===== src/sparse_lower_triangular_solve_assert.svh =====
`ifndef SPARSE_LOWER_TRIANGULAR_SOLVE_ASSERT_SVH
`define SPARSE_LOWER_TRIANGULAR_SOLVE_ASSERT_SVH

// Same-cycle implication, sampled on clk_i and disabled in reset.
`define SLTS_ASSERT_NOW(label, ante, cons) \
  label: assert property (@(posedge clk_i) disable iff (!rst_ni) (ante) |-> (cons)) \
    else $error("assertion failed");

// Next-cycle implication, sampled on clk_i and disabled in reset.
`define SLTS_ASSERT_NEXT(label, ante, cons) \
  label: assert property (@(posedge clk_i) disable iff (!rst_ni) (ante) |=> (cons)) \
    else $error("assertion failed");

`endif


===== src/slts_pkg.sv =====
package slts_pkg;

  localparam int MAX_ROWS  = 1024;
  localparam int FRAC_BITS = 16;

  localparam int VAL_W  = 32;
  localparam int ACC_W  = 48;
  localparam int COL_W  = 10;
  localparam int IDX_W  = 10;
  localparam int ERR_W  = 3;
  localparam int ROW_W  = $clog2(MAX_ROWS + 1);
  localparam int ADDR_W = $clog2(MAX_ROWS);
  localparam int CMP_W  = (ROW_W > COL_W) ? ROW_W : COL_W;
  localparam int PROD_W = 2 * VAL_W;
  localparam int DIV_W  = ACC_W + FRAC_BITS;
  localparam int QUO_W  = VAL_W + 1;
  localparam int DCNT_W = $clog2(DIV_W + 1);

  localparam logic [1:0] OP_ROW_BEGIN = 2'd0;
  localparam logic [1:0] OP_ENTRY     = 2'd1;
  localparam logic [1:0] OP_ROW_END   = 2'd2;

  localparam logic [ERR_W-1:0] ERR_OK       = 3'd0;
  localparam logic [ERR_W-1:0] ERR_NO_DIAG  = 3'd1;
  localparam logic [ERR_W-1:0] ERR_ZERO_DIAG = 3'd2;
  localparam logic [ERR_W-1:0] ERR_SAT      = 3'd3;
  localparam logic [ERR_W-1:0] ERR_OVERFLOW = 3'd4;

  typedef struct packed {
    logic               start;
    logic [ACC_W-1:0]   num;
    logic [VAL_W-1:0]   den;
  } div_req_t;

  typedef struct packed {
    logic               done;
    logic [QUO_W-1:0]   quot;
    logic               ovf;
  } div_rsp_t;

endpackage


===== src/slts_div.sv =====
module slts_div (
  input  logic                 clk_i,
  input  logic                 rst_ni,
  input  slts_pkg::div_req_t   req_i,
  output slts_pkg::div_rsp_t   rsp_o
);

  logic [slts_pkg::DIV_W-1:0]  num_q, num_d;
  logic [slts_pkg::VAL_W-1:0]  den_q, den_d;
  logic [slts_pkg::VAL_W:0]    rem_q, rem_d;
  logic [slts_pkg::QUO_W-1:0]  quot_q, quot_d;
  logic                        ovf_q, ovf_d;
  logic [slts_pkg::DCNT_W-1:0] cnt_q, cnt_d;
  logic                        busy_q, busy_d;
  logic                        done_q, done_d;
  logic [slts_pkg::VAL_W:0]    rem_sh;
  logic                        qbit;

  // Restoring division of (num << FRAC_BITS) by den, one quotient bit per cycle.
  // Quotient bits pushed out of the top only mark overflow.
  always_comb begin
    rem_sh = {rem_q[slts_pkg::VAL_W-1:0], num_q[slts_pkg::DIV_W-1]};
    qbit   = (rem_sh >= {1'b0, den_q});
    num_d  = num_q;
    den_d  = den_q;
    rem_d  = rem_q;
    quot_d = quot_q;
    ovf_d  = ovf_q;
    cnt_d  = cnt_q;
    busy_d = busy_q;
    done_d = 1'b0;
    if (req_i.start) begin
      num_d  = {req_i.num, {slts_pkg::FRAC_BITS{1'b0}}};
      den_d  = req_i.den;
      rem_d  = '0;
      quot_d = '0;
      ovf_d  = 1'b0;
      cnt_d  = slts_pkg::DCNT_W'(slts_pkg::DIV_W);
      busy_d = 1'b1;
    end else if (busy_q) begin
      rem_d  = qbit ? (rem_sh - {1'b0, den_q}) : rem_sh;
      quot_d = {quot_q[slts_pkg::QUO_W-2:0], qbit};
      ovf_d  = ovf_q | quot_q[slts_pkg::QUO_W-1];
      num_d  = num_q << 1;
      cnt_d  = cnt_q - 1'b1;
      if (cnt_q == slts_pkg::DCNT_W'(1)) begin
        busy_d = 1'b0;
        done_d = 1'b1;
      end
    end
  end

  always_ff @(posedge clk_i or negedge rst_ni) begin
    if (!rst_ni) begin
      busy_q <= 1'b0;
      done_q <= 1'b0;
      cnt_q  <= '0;
    end else begin
      busy_q <= busy_d;
      done_q <= done_d;
      cnt_q  <= cnt_d;
    end
  end

  always_ff @(posedge clk_i) begin
    num_q  <= num_d;
    den_q  <= den_d;
    rem_q  <= rem_d;
    quot_q <= quot_d;
    ovf_q  <= ovf_d;
  end

  assign rsp_o.done = done_q;
  assign rsp_o.quot = quot_q;
  assign rsp_o.ovf  = ovf_q;

endmodule


===== config.mk =====
export PLATFORM = sky130hd
export DESIGN_NAME = slts_div
export DESIGN_NICKNAME = d
export VERILOG_FILES = /design/src/sparse_lower_triangular_solve_assert.svh /design/src/slts_pkg.sv /design/src/slts_div.sv
export SDC_FILE = /design/constraint.sdc
export NUM_CORES = 1
export LEC_CHECK = 0
export BUFFER_PORTS_ARGS = -buffer_cell sky130_fd_sc_hd__clkbuf_2
export CAP_MARGIN = 30
export CORE_MARGIN = 4
export CORE_UTILIZATION = 64
export CTS_BUF_LIST = sky130_fd_sc_hd__clkbuf_4
export CTS_CLUSTER_DIAMETER = 30
export DETAILED_ROUTE_END_ITERATION = 12
export GPL_ROUTABILITY_DRIVEN = 0
export PLACE_DENSITY_LB_ADDON = 0.25
export SYNTH_ARGS = -nofsm -noshare
export SYNTH_HDL_FRONTEND = slang
export SYNTH_SLANG_ARGS = --single-unit
export TNS_END_PERCENT = 20

===== constraint.sdc =====
create_clock -name clk_i -period 5.39 [get_ports clk_i]
set_input_delay 1.3475 -clock clk_i [delete_from_list [all_inputs] [get_ports clk_i]]
set_output_delay 1.3475 -clock clk_i [all_outputs]
set_load 0.02 [all_outputs]

==> impl_metrics.toml <==
[clock_network]
cts_tree = "built"
clk_pin_slew_ns = 0.13
postCtsHoldBufs = 0
cts_buffers = 17
post_cts_buffers = 0
root_buffer = "clkbuf_4"
clk_path_buf_depth = 2
cts_sinks = 155
cts_resized = 0
htree_num_levels = 4
clkLatencyLatePin_ns = 0.57

[detailed_routing]
initialDrtViolationCount = 511
vias_per_cell = 5.71
vias = 5833
drt_wl_total_mm = 16.0
final_antenna_net_count = 0
drc = 0
wire_per_inst_um = 15.7
first_pass_iters = 6

[power_and_ir_drop]
pwr-share-clk_pct = 17.8
p_sw_mw = 1.44
power.internal_mw = 2.44
pwr-share-seq_pct = 41.1
swShare_pct = 37.1
report.power.total_mw = 3.87
leakagePower_nw = 4.01
power_frac_comb_pct = 41.1
ir_drop_mv = 0.335
power_density_nw_per_um2 = 435

[floorplanning]
start_util_pct = 65.7
placementRows = 40
die_h_um = 120
ios = 118
core_area_um2 = 12100
die_area_um2 = 14300
die_w_um = 120

[timing]
max_slew_margin_pct = 32.5
tightest_slew_ns = 1.01
setup_violations = 0
whs_ns = 0.509
finClkSkew_ns = 0.0215
fin_ws_ns = 2.06
slew_violations = 0
final.setup.tns_ns = 0
fmax_mhz = 301
fin_crit_ns = 3.33
hold_viol_final = 0
rsz0062_at_grt = "false"
fin_crit_sh_pct = 61.7

[grt]
antenna_found_initial = 0
grt_start_max_net_pins = 74
gr-total-overflow = 0
grt_pass1_wl_mm = 27.2
grt_use_total_pct = 23.4
grt_pass1_vias = 5754

[yosys]
yosys-top-cells-count = "91 x nor2_1, 80 x edfxtp_1, 66 x dfxtp_1"
syn_area_um2 = 7960
synth-main-ff-cell = "edfxtp_1"
yosysWarnings = 0
synth_nets = 856
avgSynthCellArea_um2 = 10.8
synth_edf_count = 80
synth.most_common_cell = "nor2_1"
ys_types = 65
ys_seq_area_share_pct = 49.6
synth_area_leader_cell = "edfxtp_1"
synthTopCellsByArea = "edfxtp_1 30%, dfxtp_1 17%, mux2_2 6.6%, mux2i_1 6.5%, ha_1 5.3%"
syn_inst = 738
synth_top_area_share_pct = 30.2
synth-seq-cells = 155
synthArstFlopShare_pct = 5.81

[finish]
nNetsFinal = 959
layout-drive-gt1-share_pct = 24.9
fillCellCount = 883
syn2layout_area_growth_pct = 11.8
n_antenna_cell = 0

[hold_path]
hold_path_class = "reg2reg"
whs_path_depth = 2

[placed_design]
post-place-ws_ns = 2.09
port_buffers = 117
post-dp-hpwl_mm = 11.5

[setup_path]
critPathKind = "reg2reg"
crit_fanout = 17
cp.required_ns = 5.87
cp-end-kind = "register"
reg2reg_depth = 11
start_kind = "register"
cp.arrival_ns = 3.80

[run_status]
status = "finished, final reports clean"

[job]
max_cap_viol_count = 0
## metrics by stage
stage / area [µm²] / util [%] / instances
floorplan: 7960 / - / 738
global placement: 8600 / 71.0 / 989
detailed placement: 8630 / 71.2 / 990
CTS: 8900 / 73.5 / 1022
global route: 8900 / 73.5 / 1022
finish: 8900 / 73.5 / 1022
## layout make-up
class,count,area (µm²),share of cell area [%]
multi-input combinational,499,3640,41.0
timing repair buffer,122,646,7.26
inverter,46,173,1.94
sequential,155,3950,44.4
clock buffer,20,150,1.69
clock inverter,12,123,1.38
tap,168,210,2.36
## sequential cells by signal, indices dropped and copies added, names as in the netlist
register,cells
num_q,48
quot_q,33
den_q,32
rem_q,32
cnt_q,7
busy_q,1
done_q,1
ovf_q,1
## layout by cell type (no fill, tap or decap), drive strengths merged, types with 9 or more instances in the layout
cell and n:
nand2 33, nand2b 11, dfxtp 66, mux2 48, xor2 12, nor2 91, edfxtp 80, a21o 12
a21oi 40, dfrtp 9, o21ai 26, clkbuf 136, ha 34, mux2i 52, inv 48, xnor2 22
nand4 9, a211oi 26
## power groups by stage
stage / combinational (mW) / clock [mW] / sequential, mW
5_1_grt: 1.76 / 0.767 / 1.61
3_3_place_gp: 1.52 / 0 / 1.61
2_1_floorplan: 1.31 / 0 / 1.57
3_5_place_dp: 1.56 / 0 / 1.61
4_1_cts: 1.57 / 0.711 / 1.59
6_report: 1.59 / 0.691 / 1.59
## worst paths after layout
kind | startpoint | to | slack, ns
worst max-delay path | den_q[18] | rem_q[9] | 2.06
worst min-delay path | rem_q[17] | rem_q[18] | 0.51
worst max register to register | den_q[18] | rem_q[9] | 2.06
worst min register to register | rem_q[17] | rem_q[18] | 0.51
max in group asynchronous | rst_ni | busy_q | 4.56
min in group asynchronous | rst_ni | cnt_q[1] | 0.62
## cell families (layout without fill, tap and decap cells)
| group | after synthesis | after routing | synth area share, % |
|---|---|---|---|
| flops | 155 | 155 | 49.6 |
| buf+inv | 84 | 200 | 4.64 |
| compound gates | 144 | 144 | 12.1 |
| simple gates | 186 | 186 | 10.9 |
| fa+ha+maj | 35 | 35 | 5.59 |
| mux | 100 | 100 | 13.4 |
| xor+xnor | 34 | 34 | 3.74 |
## routing by layer
metal	global-route usage [%]	share of wire, %	up-vias
met5	0	0	-
met4	8.52	1.8	0
met3	6.69	6.3	27
met2	36.5	47	201
met1	31.5	44	2737
li1	-	-	2868
## worst max-delay path: stages, from the launching register on
cell and delay (ns):
edfxtp_1 0.35, inv_1 0.04, ha_1 0.46, nand4_1 0.22, or3_1 0.41, nor2b_1 0.12
nor4_1 0.08, nand2_2 0.11, a21o_1 0.56, buf_4 0.40, o311ai_1 0.18, a311oi_1 0.30
Power figures use the tool's default switching activity.
